File: src/rtl/core/assert_macros.svh
// ----------------------------------------------------------------------------
// assertion macros
// shared concurrent assertion forms, clocked, disabled in reset
// ----------------------------------------------------------------------------
`ifndef ASSERT_MACROS_SVH
`define ASSERT_MACROS_SVH

// same-cycle implication
`define ASSERT_IMPL(label, clk, rst_n, ante, cons) \
    label: assert property (@(posedge clk) disable iff (!rst_n) (ante) |-> (cons)) \
        else $error("same-cycle check failed");

// next-cycle implication
`define ASSERT_NEXT(label, clk, rst_n, ante, cons) \
    label: assert property (@(posedge clk) disable iff (!rst_n) (ante) |=> (cons)) \
        else $error("next-cycle check failed");

`endif

File: src/rtl/core/esp_pkg.sv
// ----------------------------------------------------------------------------
// esp_pkg
// types, constants and control codes of the eased slide point generator
// ----------------------------------------------------------------------------
package esp_pkg;

    localparam int MAX_MOVES_DEF = 62;
    localparam int FRAC_BITS_DEF = 16;
    localparam int EASE_THREE    = 3;
    localparam int EASE_TWO      = 2;
    localparam int EASE_ONE_Q12  = 4096;
    localparam int Q12_BITS      = 12;
    localparam int COORD_W       = 16;
    localparam int COEF_W        = 18;
    localparam int DUR_W         = 16;
    localparam int START_W       = 31;
    localparam int TIME_W        = 32;

    typedef enum logic [1:0] {
        ACT_DOWN = 2'd0,
        ACT_MOVE = 2'd1,
        ACT_UP   = 2'd2
    } esp_action_t;

    typedef struct packed {
        logic [START_W-1:0]        start_time_ms;
        logic signed [COORD_W-1:0] from_x;
        logic signed [COORD_W-1:0] from_y;
        logic signed [COORD_W-1:0] to_x;
        logic signed [COORD_W-1:0] to_y;
        logic [DUR_W-1:0]          slide_duration_ms;
        logic [DUR_W-1:0]          step_period_ms;
        logic signed [COORD_W-1:0] slope_start;
        logic signed [COORD_W-1:0] slope_end;
        logic                      emit_down;
        logic                      emit_up;
    } esp_cmd_t;

    typedef struct packed {
        logic [TIME_W-1:0]         event_time_ms;
        esp_action_t               action;
        logic signed [COORD_W-1:0] point_x;
        logic signed [COORD_W-1:0] point_y;
        logic                      last_event;
        logic                      moves_truncated;
    } esp_evt_t;

    typedef enum logic [3:0] {
        OP_NONE,
        OP_CAPTURE,
        OP_LOAD_DOWN,
        OP_DIV_START,
        OP_EASE1,
        OP_EASE2,
        OP_EASE3,
        OP_INTERP_X,
        OP_INTERP_Y,
        OP_LOAD_MOVE,
        OP_LOAD_UP
    } esp_op_t;

    typedef struct packed {
        logic evt_free;
        logic move_pending;
        logic div_done;
        logic emit_down;
        logic emit_up;
    } esp_status_t;

endpackage

File: src/rtl/core/esp_divider.sv
// ----------------------------------------------------------------------------
// esp_divider
// restoring divider, one quotient bit per cycle, fraction of dividend/divisor
// ----------------------------------------------------------------------------
module esp_divider #(
    parameter int FRAC_BITS = 16,
    parameter int DIV_W     = 16
) (
    input  logic                 clk,
    input  logic                 rst_n,
    input  logic                 start,
    input  logic [DIV_W-1:0]     dividend,
    input  logic [DIV_W-1:0]     divisor,
    output logic [FRAC_BITS-1:0] quotient,
    output logic                 busy
);

    localparam int CNT_W = $clog2(FRAC_BITS + 1);

    logic [DIV_W-1:0]     rem_reg, rem_next;
    logic [FRAC_BITS-1:0] quo_reg, quo_next;
    logic [CNT_W-1:0]     cnt_reg, cnt_next;
    logic                 busy_reg, busy_next;

    logic [DIV_W:0] shifted;
    logic [DIV_W:0] diff;
    logic           fits;

    always_comb
    begin
        shifted   = {rem_reg, 1'b0};
        diff      = shifted - {1'b0, divisor};
        fits      = shifted >= {1'b0, divisor};
        rem_next  = rem_reg;
        quo_next  = quo_reg;
        cnt_next  = cnt_reg;
        busy_next = busy_reg;
        if (start)
        begin
            rem_next  = dividend;
            quo_next  = '0;
            cnt_next  = CNT_W'(FRAC_BITS);
            busy_next = 1'b1;
        end
        else if (busy_reg)
        begin
            rem_next  = fits ? diff[DIV_W-1:0] : shifted[DIV_W-1:0];
            quo_next  = {quo_reg[FRAC_BITS-2:0], fits};
            cnt_next  = cnt_reg - CNT_W'(1);
            busy_next = cnt_reg != CNT_W'(1);
        end
    end

    always_ff @(posedge clk or negedge rst_n)
    begin
        if (!rst_n)
        begin
            busy_reg <= 1'b0;
            cnt_reg  <= '0;
        end
        else
        begin
            busy_reg <= busy_next;
            cnt_reg  <= cnt_next;
        end
    end

    always_ff @(posedge clk)
    begin
        rem_reg <= rem_next;
        quo_reg <= quo_next;
    end

    assign quotient = quo_reg;
    assign busy     = busy_reg;

endmodule

File: src/rtl/core/esp_datapath.sv
// ----------------------------------------------------------------------------
// esp_datapath
// command store, step timing, cubic ease, interpolation and event register
// ----------------------------------------------------------------------------
`include "assert_macros.svh"

module esp_datapath #(
    parameter int MAX_MOVES = esp_pkg::MAX_MOVES_DEF,
    parameter int FRAC_BITS = esp_pkg::FRAC_BITS_DEF
) (
    input  logic                clk,
    input  logic                rst_n,
    input  esp_pkg::esp_op_t    op,
    input  esp_pkg::esp_cmd_t   cmd,
    output esp_pkg::esp_status_t status,
    output esp_pkg::esp_evt_t   evt,
    output logic                evt_valid,
    input  logic                evt_stall
);

    import esp_pkg::*;

    localparam int CNT_W     = $clog2(MAX_MOVES + 1);
    localparam int TRUNC_W   = DUR_W + $clog2(MAX_MOVES + 2);
    localparam int EL_W      = DUR_W + 1;
    localparam int TS_W      = FRAC_BITS + 1;
    localparam int H1_W      = FRAC_BITS + 19;
    localparam int H1S_W     = H1_W - Q12_BITS;
    localparam int M2_W      = H1S_W + TS_W;
    localparam int H3_W      = FRAC_BITS + 8;
    localparam int M3_W      = H3_W + TS_W;
    localparam int PR_W      = M3_W - FRAC_BITS;
    localparam int P_W       = FRAC_BITS + 4;
    localparam int A_W       = FRAC_BITS + COORD_W + 1;
    localparam int DIFF_W    = COORD_W + 1;
    localparam int NUM_W     = FRAC_BITS + 22;
    localparam int R_W       = NUM_W - FRAC_BITS;
    localparam int P_HI      = (1 << (FRAC_BITS + 3)) - 1;
    localparam int ROUND_ADD = (1 << FRAC_BITS) - 1;
    localparam int COORD_HI  = (1 << (COORD_W - 1)) - 1;

    esp_cmd_t                  cmd_reg, cmd_next;
    logic                      trunc_reg, trunc_next;
    logic [EL_W-1:0]           el_reg, el_next;
    logic [CNT_W-1:0]          cnt_reg, cnt_next;
    logic signed [COEF_W-1:0]  coef_b_reg, coef_b_next;
    logic signed [COEF_W-1:0]  coef_c_reg, coef_c_next;
    logic signed [H1_W-1:0]    h1_reg, h1_next;
    logic signed [H3_W-1:0]    h3_reg, h3_next;
    logic signed [P_W-1:0]     p_reg, p_next;
    logic signed [NUM_W-1:0]   num_reg, num_next;
    logic signed [COORD_W-1:0] px_reg, px_next;
    esp_evt_t                  evt_reg, evt_next;
    logic                      evt_valid_reg, evt_valid_next;

    logic [FRAC_BITS-1:0]      t_q;
    logic                      div_busy;
    logic signed [TS_W-1:0]    ts;
    logic [TRUNC_W-1:0]        cap_prod;
    logic                      move_pending;
    logic                      next_pending;
    logic [EL_W-1:0]           el_plus;
    logic [CNT_W-1:0]          cnt_plus;
    logic                      evt_free;
    logic signed [H1S_W-1:0]   h1s;
    logic signed [M2_W-1:0]    m2;
    logic signed [H3_W-1:0]    a_term;
    logic signed [M3_W-1:0]    m3;
    logic signed [PR_W-1:0]    pr;
    logic signed [COORD_W-1:0] ip_from, ip_to;
    logic signed [DIFF_W-1:0]  diff;
    logic signed [NUM_W-1:0]   num_calc;

    function automatic logic signed [COORD_W-1:0] round_sat(input logic signed [NUM_W-1:0] n);
        logic signed [NUM_W-1:0] adj;
        logic signed [R_W-1:0]   r;
        logic signed [COORD_W-1:0] res;
        adj = n + (n[NUM_W-1] ? NUM_W'(ROUND_ADD) : NUM_W'(0));
        r   = $signed(adj[NUM_W-1:FRAC_BITS]);
        if (r > R_W'(COORD_HI))
            res = COORD_W'(COORD_HI);
        else if (r < R_W'(-COORD_HI - 1))
            res = COORD_W'(-COORD_HI - 1);
        else
            res = COORD_W'(r);
        return res;
    endfunction

    esp_divider #(
        .FRAC_BITS (FRAC_BITS),
        .DIV_W     (DUR_W)
    ) u_div (
        .clk      (clk),
        .rst_n    (rst_n),
        .start    (op == OP_DIV_START),
        .dividend (el_reg[DUR_W-1:0]),
        .divisor  (cmd_reg.slide_duration_ms),
        .quotient (t_q),
        .busy     (div_busy)
    );

    always_comb
    begin
        ts       = $signed({1'b0, t_q});
        cap_prod = TRUNC_W'(MAX_MOVES + 1) * TRUNC_W'(cmd.step_period_ms);
        evt_free = !evt_valid_reg || !evt_stall;

        move_pending = (cmd_reg.step_period_ms != '0)
                     && (el_reg < EL_W'(cmd_reg.slide_duration_ms))
                     && (cnt_reg < CNT_W'(MAX_MOVES));
        el_plus      = el_reg + EL_W'(cmd_reg.step_period_ms);
        cnt_plus     = cnt_reg + CNT_W'(1);
        next_pending = (el_plus < EL_W'(cmd_reg.slide_duration_ms))
                     && (cnt_plus < CNT_W'(MAX_MOVES));

        h1s    = $signed(h1_reg[H1_W-1:Q12_BITS]);
        m2     = M2_W'(h1s) * M2_W'(ts);
        a_term = H3_W'((A_W'($signed(cmd_reg.slope_start)) <<< FRAC_BITS) >>> Q12_BITS);
        m3     = M3_W'(h3_reg) * M3_W'(ts);
        pr     = $signed(m3[M3_W-1:FRAC_BITS]);

        if (op == OP_INTERP_X)
        begin
            ip_from = $signed(cmd_reg.from_x);
            ip_to   = $signed(cmd_reg.to_x);
        end
        else
        begin
            ip_from = $signed(cmd_reg.from_y);
            ip_to   = $signed(cmd_reg.to_y);
        end
        diff     = DIFF_W'(ip_to) - DIFF_W'(ip_from);
        num_calc = (NUM_W'(ip_from) <<< FRAC_BITS) + NUM_W'(diff) * NUM_W'(p_reg);
    end

    always_comb
    begin
        cmd_next       = cmd_reg;
        trunc_next     = trunc_reg;
        el_next        = el_reg;
        cnt_next       = cnt_reg;
        coef_b_next    = coef_b_reg;
        coef_c_next    = coef_c_reg;
        h1_next        = h1_reg;
        h3_next        = h3_reg;
        p_next         = p_reg;
        num_next       = num_reg;
        px_next        = px_reg;
        evt_next       = evt_reg;
        evt_valid_next = evt_valid_reg && evt_stall;

        case (op)
            OP_CAPTURE:
            begin
                cmd_next    = cmd;
                el_next     = EL_W'(cmd.step_period_ms);
                cnt_next    = '0;
                trunc_next  = (cmd.step_period_ms != '0)
                            && (cap_prod < TRUNC_W'(cmd.slide_duration_ms));
                coef_b_next = COEF_W'(EASE_THREE * EASE_ONE_Q12)
                            - (COEF_W'($signed(cmd.slope_start)) <<< 1)
                            - COEF_W'($signed(cmd.slope_end));
                coef_c_next = COEF_W'($signed(cmd.slope_start))
                            + COEF_W'($signed(cmd.slope_end))
                            - COEF_W'(EASE_TWO * EASE_ONE_Q12);
            end
            OP_LOAD_DOWN:
            begin
                evt_next.event_time_ms   = TIME_W'(cmd_reg.start_time_ms);
                evt_next.action          = ACT_DOWN;
                evt_next.point_x         = cmd_reg.from_x;
                evt_next.point_y         = cmd_reg.from_y;
                evt_next.last_event      = !move_pending && !cmd_reg.emit_up;
                evt_next.moves_truncated = trunc_reg;
                evt_valid_next           = 1'b1;
            end
            OP_EASE1:
            begin
                h1_next = H1_W'(coef_c_reg) * H1_W'(ts) + (H1_W'(coef_b_reg) <<< FRAC_BITS);
            end
            OP_EASE2:
            begin
                h3_next = $signed(m2[M2_W-1:FRAC_BITS]) + a_term;
            end
            OP_EASE3:
            begin
                if (pr > PR_W'(P_HI))
                    p_next = P_W'(P_HI);
                else if (pr < PR_W'(-P_HI - 1))
                    p_next = P_W'(-P_HI - 1);
                else
                    p_next = P_W'(pr);
            end
            OP_INTERP_X:
            begin
                num_next = num_calc;
            end
            OP_INTERP_Y:
            begin
                px_next  = round_sat(num_reg);
                num_next = num_calc;
            end
            OP_LOAD_MOVE:
            begin
                evt_next.event_time_ms   = TIME_W'(cmd_reg.start_time_ms) + TIME_W'(el_reg);
                evt_next.action          = ACT_MOVE;
                evt_next.point_x         = px_reg;
                evt_next.point_y         = round_sat(num_reg);
                evt_next.last_event      = !next_pending && !cmd_reg.emit_up;
                evt_next.moves_truncated = trunc_reg;
                evt_valid_next           = 1'b1;
                el_next                  = el_plus;
                cnt_next                 = cnt_plus;
            end
            OP_LOAD_UP:
            begin
                evt_next.event_time_ms   = TIME_W'(cmd_reg.start_time_ms)
                                         + TIME_W'(cmd_reg.slide_duration_ms);
                evt_next.action          = ACT_UP;
                evt_next.point_x         = '0;
                evt_next.point_y         = '0;
                evt_next.last_event      = 1'b1;
                evt_next.moves_truncated = trunc_reg;
                evt_valid_next           = 1'b1;
            end
            default:
            begin
                evt_valid_next = evt_valid_reg && evt_stall;
            end
        endcase
    end

    always_ff @(posedge clk or negedge rst_n)
    begin
        if (!rst_n)
        begin
            evt_valid_reg <= 1'b0;
            cnt_reg       <= '0;
        end
        else
        begin
            evt_valid_reg <= evt_valid_next;
            cnt_reg       <= cnt_next;
        end
    end

    always_ff @(posedge clk)
    begin
        cmd_reg    <= cmd_next;
        trunc_reg  <= trunc_next;
        el_reg     <= el_next;
        coef_b_reg <= coef_b_next;
        coef_c_reg <= coef_c_next;
        h1_reg     <= h1_next;
        h3_reg     <= h3_next;
        p_reg      <= p_next;
        num_reg    <= num_next;
        px_reg     <= px_next;
        evt_reg    <= evt_next;
    end

    assign status.evt_free     = evt_free;
    assign status.move_pending = move_pending;
    assign status.div_done     = !div_busy;
    assign status.emit_down    = cmd_reg.emit_down;
    assign status.emit_up      = cmd_reg.emit_up;
    assign evt                 = evt_reg;
    assign evt_valid           = evt_valid_reg;

    `ASSERT_NEXT(a_up_is_last, clk, rst_n, op == OP_LOAD_UP, evt_valid_reg && evt_reg.last_event)
    `ASSERT_IMPL(a_div_needs_move, clk, rst_n, op == OP_DIV_START, move_pending)
    `ASSERT_IMPL(a_load_has_room, clk, rst_n, op == OP_LOAD_DOWN || op == OP_LOAD_MOVE || op == OP_LOAD_UP, evt_free)
    `ASSERT_IMPL(a_move_count_bound, clk, rst_n, 1'b1, cnt_reg <= CNT_W'(MAX_MOVES))

endmodule

File: src/rtl/core/esp_ctrl.sv
// ----------------------------------------------------------------------------
// esp_ctrl
// sequencer for one slide command: down, per-move ease steps, up
// ----------------------------------------------------------------------------
`include "assert_macros.svh"

module esp_ctrl (
    input  logic                 clk,
    input  logic                 rst_n,
    input  logic                 cmd_valid,
    output logic                 cmd_stall,
    input  esp_pkg::esp_status_t status,
    output esp_pkg::esp_op_t     op
);

    import esp_pkg::*;

    typedef enum logic [3:0] {
        S_IDLE,
        S_DOWN,
        S_CHECK,
        S_DIV,
        S_M1,
        S_M2,
        S_M3,
        S_IX,
        S_IY,
        S_MOVE,
        S_UP
    } state_t;

    state_t state_reg, state_next;

    always_comb
    begin
        state_next = state_reg;
        op         = OP_NONE;
        case (state_reg)
            S_IDLE:
            begin
                if (cmd_valid)
                begin
                    op         = OP_CAPTURE;
                    state_next = S_DOWN;
                end
            end
            S_DOWN:
            begin
                if (!status.emit_down)
                    state_next = S_CHECK;
                else if (status.evt_free)
                begin
                    op         = OP_LOAD_DOWN;
                    state_next = S_CHECK;
                end
            end
            S_CHECK:
            begin
                if (status.move_pending)
                begin
                    op         = OP_DIV_START;
                    state_next = S_DIV;
                end
                else
                    state_next = S_UP;
            end
            S_DIV:
            begin
                if (status.div_done)
                    state_next = S_M1;
            end
            S_M1:
            begin
                op         = OP_EASE1;
                state_next = S_M2;
            end
            S_M2:
            begin
                op         = OP_EASE2;
                state_next = S_M3;
            end
            S_M3:
            begin
                op         = OP_EASE3;
                state_next = S_IX;
            end
            S_IX:
            begin
                op         = OP_INTERP_X;
                state_next = S_IY;
            end
            S_IY:
            begin
                op         = OP_INTERP_Y;
                state_next = S_MOVE;
            end
            S_MOVE:
            begin
                if (status.evt_free)
                begin
                    op         = OP_LOAD_MOVE;
                    state_next = S_CHECK;
                end
            end
            S_UP:
            begin
                if (!status.emit_up)
                    state_next = S_IDLE;
                else if (status.evt_free)
                begin
                    op         = OP_LOAD_UP;
                    state_next = S_IDLE;
                end
            end
            default:
            begin
                state_next = S_IDLE;
            end
        endcase
    end

    always_ff @(posedge clk or negedge rst_n)
    begin
        if (!rst_n)
            state_reg <= S_IDLE;
        else
            state_reg <= state_next;
    end

    assign cmd_stall = state_reg != S_IDLE;

    `ASSERT_IMPL(a_ease_after_div, clk, rst_n, state_reg == S_M1, status.div_done)

endmodule

File: src/rtl/core/eased_slide_point_generator_unit.sv
// a command is captured in the idle state; its down event is loaded in the down state
// each move runs the bit-serial divider for t, then the ease, interpolation and move-load steps
// commands are taken one at a time
// output waits in the event register while stalled; the next step runs behind it
// reset: asynchronous, clears sequencer state, event valid and the divider
// ----------------------------------------------------------------------------
// eased_slide_point_generator_unit
// turns a slide command into down, eased move and up events
// ----------------------------------------------------------------------------
module eased_slide_point_generator_unit #(
    parameter int MAX_MOVES = esp_pkg::MAX_MOVES_DEF,
    parameter int FRAC_BITS = esp_pkg::FRAC_BITS_DEF
) (
    input  logic              clk,
    input  logic              rst_n,
    input  logic              cmd_valid,
    output logic              cmd_stall,
    input  esp_pkg::esp_cmd_t cmd,
    output logic              evt_valid,
    input  logic              evt_stall,
    output esp_pkg::esp_evt_t evt
);

    import esp_pkg::*;

    esp_op_t     op;
    esp_status_t status;

    esp_ctrl u_ctrl (
        .clk       (clk),
        .rst_n     (rst_n),
        .cmd_valid (cmd_valid),
        .cmd_stall (cmd_stall),
        .status    (status),
        .op        (op)
    );

    esp_datapath #(
        .MAX_MOVES (MAX_MOVES),
        .FRAC_BITS (FRAC_BITS)
    ) u_dp (
        .clk       (clk),
        .rst_n     (rst_n),
        .op        (op),
        .cmd       (cmd),
        .status    (status),
        .evt       (evt),
        .evt_valid (evt_valid),
        .evt_stall (evt_stall)
    );

endmodule
File: config.mk
export PLATFORM = sky130hd
export DESIGN_NAME = eased_slide_point_generator_unit
export DESIGN_NICKNAME = d
export VERILOG_FILES = /design/src/rtl/core/esp_pkg.sv /design/src/rtl/core/esp_divider.sv /design/src/rtl/core/esp_datapath.sv /design/src/rtl/core/esp_ctrl.sv /design/src/rtl/core/eased_slide_point_generator_unit.sv
export VERILOG_INCLUDE_DIRS = /design/src /design/src/rtl/core
export SDC_FILE = /design/constraint.sdc
export NUM_CORES = 2
export LEC_CHECK = 0
export ABC_CLOCK_PERIOD_IN_PS = 10300
export BUFFER_PORTS_ARGS = -buffer_cell sky130_fd_sc_hd__buf_2
export CAP_MARGIN = 25
export CORE_MARGIN = 10
export CORE_UTILIZATION = 40
export CTS_CLUSTER_DIAMETER = 120
export DETAILED_ROUTE_END_ITERATION = 12
export PLACE_DENSITY = 0.56
export SLEW_MARGIN = 20
export SYNTH_ARGS = -nofsm -noshare
export SYNTH_HDL_FRONTEND = slang
export SYNTH_HIERARCHICAL = 1
export SYNTH_SLANG_ARGS = --single-unit
File: constraint.sdc
create_clock -name clk -period 10.3 [get_ports clk]
set_input_delay 2.06 -clock clk [delete_from_list [all_inputs] [get_ports clk]]
set_output_delay 2.06 -clock clk [all_outputs]
set_load 0.02 [all_outputs]
After elaboration in Yosys (flattened, before gate mapping). Cells that the tools add are included. W data, S select, Z words.

Flip-flop bits (word level): 449. Input bits: 165. Output and inout bits: 70. Word-level logic and storage cells: 142.

$add $sub $neg: 15. Multipliers: 5. Magnitude comparators: 10. Equal/unequal tests: 24. Multiplexer cells: 33. Reductions and logical operators: 23.

Operator list (count): $pmux W68 S3 (1); $mux W16 (8); $mux W4 (11); $pmux W4 S11 (1); $mul A24 B17 Y41 (1); $mul A23 B17 Y40 (1); $pmux W4 S10 (1); $add A32 B37 Y38 (1); $add A38 B38 Y38 (1); $mul A17 B20 Y37 (1); $add A35 B34 Y35 (1); $mul A18 B17 Y35 (1); $lt A17 B16 Y1 (2); $pmux W17 S2 (1); $add A31 B16 Y32 (1); $add A31 B17 Y32 (1); $eq A4 B3 Y1 const B (8); $reduce_bool A16 Y1 (2); $gt A25 B20 Y1 const B (1); $lt A25 B20 Y1 const B (1); $add A24 B20 Y24 (1); $eq A4 B4 Y1 const B (6); $gt A22 B16 Y1 const B (1); $lt A22 B16 Y1 (1); other kinds (33) (55).

Longest topological paths before layout.
Word-level depth: 10. Gate-level depth with buffers: 53.

By module. Netlist, hierarchy kept.

Modules (own cells, without submodules): esp_datapath (times used 1, cells an instance 7490, area each 73810.8 um2); esp_divider (times used 1, cells an instance 280, area each 2563.7 um2); esp_ctrl (times used 1, cells an instance 55, area each 429.2 um2).

Worst setup path before layout. OpenSTA, ideal clock, no wires.

Path kind: input to register. Start: input evt_stall. End: register u_dp.num_reg[29] (data pin). Setup time: 0.162 ns. Arrival: 11.510 ns. Data required time: 10.138 ns. Path slack: -1.372 ns. Stages on the path: 43. Buffers on the path: 4. Path through: nand2_1 buf_4 nand2_1 a21o_1 a21oi_1 nand2b_1 or2_2 clkbuf_1 buf_1 mux2i_1 ha_1 inv_1 fa_1 a21o_1 a21oi_1 o21bai_1 a211o_1 nand3_1 [7 not listed] fa_1 inv_1 fa_1 inv_1 fa_1 fa_1 fa_1 inv_1 ha_1 a21o_1 a21o_1 a21o_1 nor2_1 a211oi_1 or2_2 a211o_1 a2111o_1 o2111ai_1.

RTL lines: from (decl) (RTL line eased_slide_point_generator_unit.sv:20) `input logic evt_stall,`; to (signal assigned) (RTL line esp_datapath.sv:257) `num_reg <= num_next;`; to (decl) (RTL line esp_datapath.sv:51) `logic signed [NUM_W-1:0] num_reg, num_next;`.

==> impl_metrics.toml <==
[finish]
largest_reg_flops = 127
final_nets = 10500
area.growth.synth_to_final_pct = 11.3
seqCellArea_mm2 = 0.0129
nFillCells = 18000
final_util_pct = 44.9
stdcell_count = 10700
multi_input_area_mm2 = 0.0568
drive_above_1_share_pct = 10.8

[global_route]
gr-total-overflow = 0
grt_max_degree = 93
grt_pass1_wl_um = 327000
grt_pass1_vias = 59400
grt.total_usage_pct = 19.3
antenna_found_initial = 0

[yosys]
yosysWarningCount = 6
synth_ff_type = "edfxtp_1"
yosysMostFrequentCell = "inv_1"
synth_cells = 7825
syn_nets = 10100
ys_seq_area_share_pct = 16.8
synth_simple_gate_area_share_pct = 13.3
synth_area_leader_cell = "fa_1"
synth.avg_cell_area_um2 = 9.82
synth_compound_area_share_pct = 6.50
netlist_area_mm2 = 0.0768
synth_top_area_share_pct = 38.4
synthXorXnorAreaFrac_pct = 2.99
ys_ff_latch = 437
synth.distinct_cells = 103
synth_commonest_cells = "1788 x inv_1, 1475 x fa_1, 961 x nand2_1"
synth_top_family_by_area = "adder cells"
synth_area_leaders = "fa_1 38%, edfxtp_1 16%, ha_1 11%"
muxShareOfSynthArea_pct = 0.961
synth-edff-count = 404
async_flop_share_pct = 3.89
synthAdderAreaFrac_pct = 49.2

[timing]
max_freq_mhz = 92.3
worstMarginPinSlew_ns = 1.02
final.setup.worst_slack_ns = -0.530
fin_crit_ns = 10.83
setup_viol = 13
clock_skew_ns = 0.0570
maxSlewViolCount = 0
hold_viol = 0
period_share_pct = 105
rsz0062_at_grt = "yes"
slew_headroom_pct = 32.2

[flow_run]
max_cap_viol_count = 0

[floorplan]
initial_core_util_pct = 40.3
placementRows = 160
dieArea_mm2 = 0.210
fp.dieH_um = 458
die_w_um = 458
num_io_pins = 235
design.core.area_mm2 = 0.191

[place]
place_hpwl_um = 161000
numPortBuffers = 234
place.gp.congestion = 0.862
place_inst = 10600

[drt]
drt_iter0_markers = 2628
postRouteWirelength_um = 200000
routedWlPerCell_um = 18.6
dr_total_vias = 53700
firstDrtPassIters = 6
dr_wl_met2_um = 95900
via_per_inst = 5.00
drt-met1-wl_um = 89200
drtAntennaViolNets = 0
drc_errors = 0
top_layer = "met4"
met3_wirelength_um = 9430

[clocking]
cts_hold_buf = 0
clkLatencyLatePin_ns = 0.72
cts.clk_slew.worst_paths_ns = 0.06
numCtsBuffers = 55
root_buffer = "clkbuf_16"
cts_tree = "done"
clkSinkCount = 437
clock_path_buffers = 3
h-tree-depth = 2

[worst_setup_path]
path_class = "flip-flop to flip-flop"
cpMostUsedCell = "a21o_1"
critPathCaptureType = "flip-flop"
crit_required_ns = 10.72
slowest_delay_ns = 0.56
cpMaxStageDelayCell = "fa_1"
cp_max_fo = 16
critical-path-top-delay-family = "adder cells"
critPathBufInv = 8
arrival_ns = 11.25
cp-start-kind = "flip-flop"

[status]
status = "complete, but fails checks"
violations = "negative setup slack"

[worst_hold_path]
worst_hold_path_type = "flip-flop to flip-flop"
cells in the final DEF, fill, tap and decap left out, types with 30 or more instances in the layout:
cell type     n
inv_1      1784
fa_1       1471
nand2_1     955
ha_1        653
and2_1      582
edfxtp_1    404
buf_4       336
buf_2       234
a21oi_1     186
nor2_1      166
xnor2_1     163
o21ai_0     137
xor2_1       87
a21o_1       83
nor3_1       60
clkbuf_16    56
nand3_1      56
nor2b_1      52
nand2b_1     51
mux2i_1      47
nand4_1      35
o21bai_1     30
layout make-up:
cell class                 instances  share of cell area (%)
timing repair buffer             591                    4.70
antenna                            1                 0.00293
sequential                       437                    15.1
inverter                        1788                    7.85
clock inverter                    39                   0.581
multi-input combinational       5309                    66.4
clock buffer                      64                    1.72
tap                             2511                    3.67
worst paths after layout:
check | from | end | slack (ns) | depth (start not counted)
min in group asynchronous | rst_n | u_dp/evt_valid$_DFF_PN0_ | 1.34 | 1
worst max register to register | u_dp/cmd_reg[51]$_DFFE_PP_ | u_dp/num_reg[37]$_DFFE_PP_ | -0.53 | 49
worst max-delay path | u_dp/cmd_reg[51]$_DFFE_PP_ | u_dp/num_reg[37]$_DFFE_PP_ | -0.53 | 49
max in group asynchronous | rst_n | u_dp/u_div/busy$_DFF_PN0_ | 8.63 | 1
worst min-delay path | u_dp/trunc_reg$_DFFE_PP_ | u_dp/evt[0]$_DFFE_PP_ | 0.42 | 0
worst min register to register | u_dp/trunc_reg$_DFFE_PP_ | u_dp/evt[0]$_DFFE_PP_ | 0.42 | 0
repair_timing:
action | 4_1_cts | 5_1_grt
pin swaps | 36 | 45
setup endpoints to repair | 21 | 22
buffers inserted | 16 | 13
resized for setup | 54 | 52
metrics by stage:
stage	worst slack (ns)	TNS (ns)	cell area (µm²)	hold slack, ns
final	-0.530	-5.26	85500	0.422
after global routing	-0.981	-12.16	85500	0.422
after global placement	-1.04	-12.24	82800	0.405
after detailed placement	-1.20	-16.15	82800	0.408
after floorplan	-0.505	-2.82	77000	0.400
after CTS	-0.568	-5.44	85100	0.422
cell families after synthesis:
logic type      after synthesis
mux                          71
xor+xnor                    262
flops                       437
fa+ha+maj                  2137
compound gates              742
simple gates               2097
buf+inv                    2079
per-layer routing:
layer	global-route usage [%]	vias up
li1	-	24700
met1	26.0	27400
met2	33.3	1251
met3	2.37	277
met4	4.53	0
met5	0	-
Power is left out: the tool's default activity adds up to more than one toggle a clock period on the data nets, which glitch-free logic cannot reach.
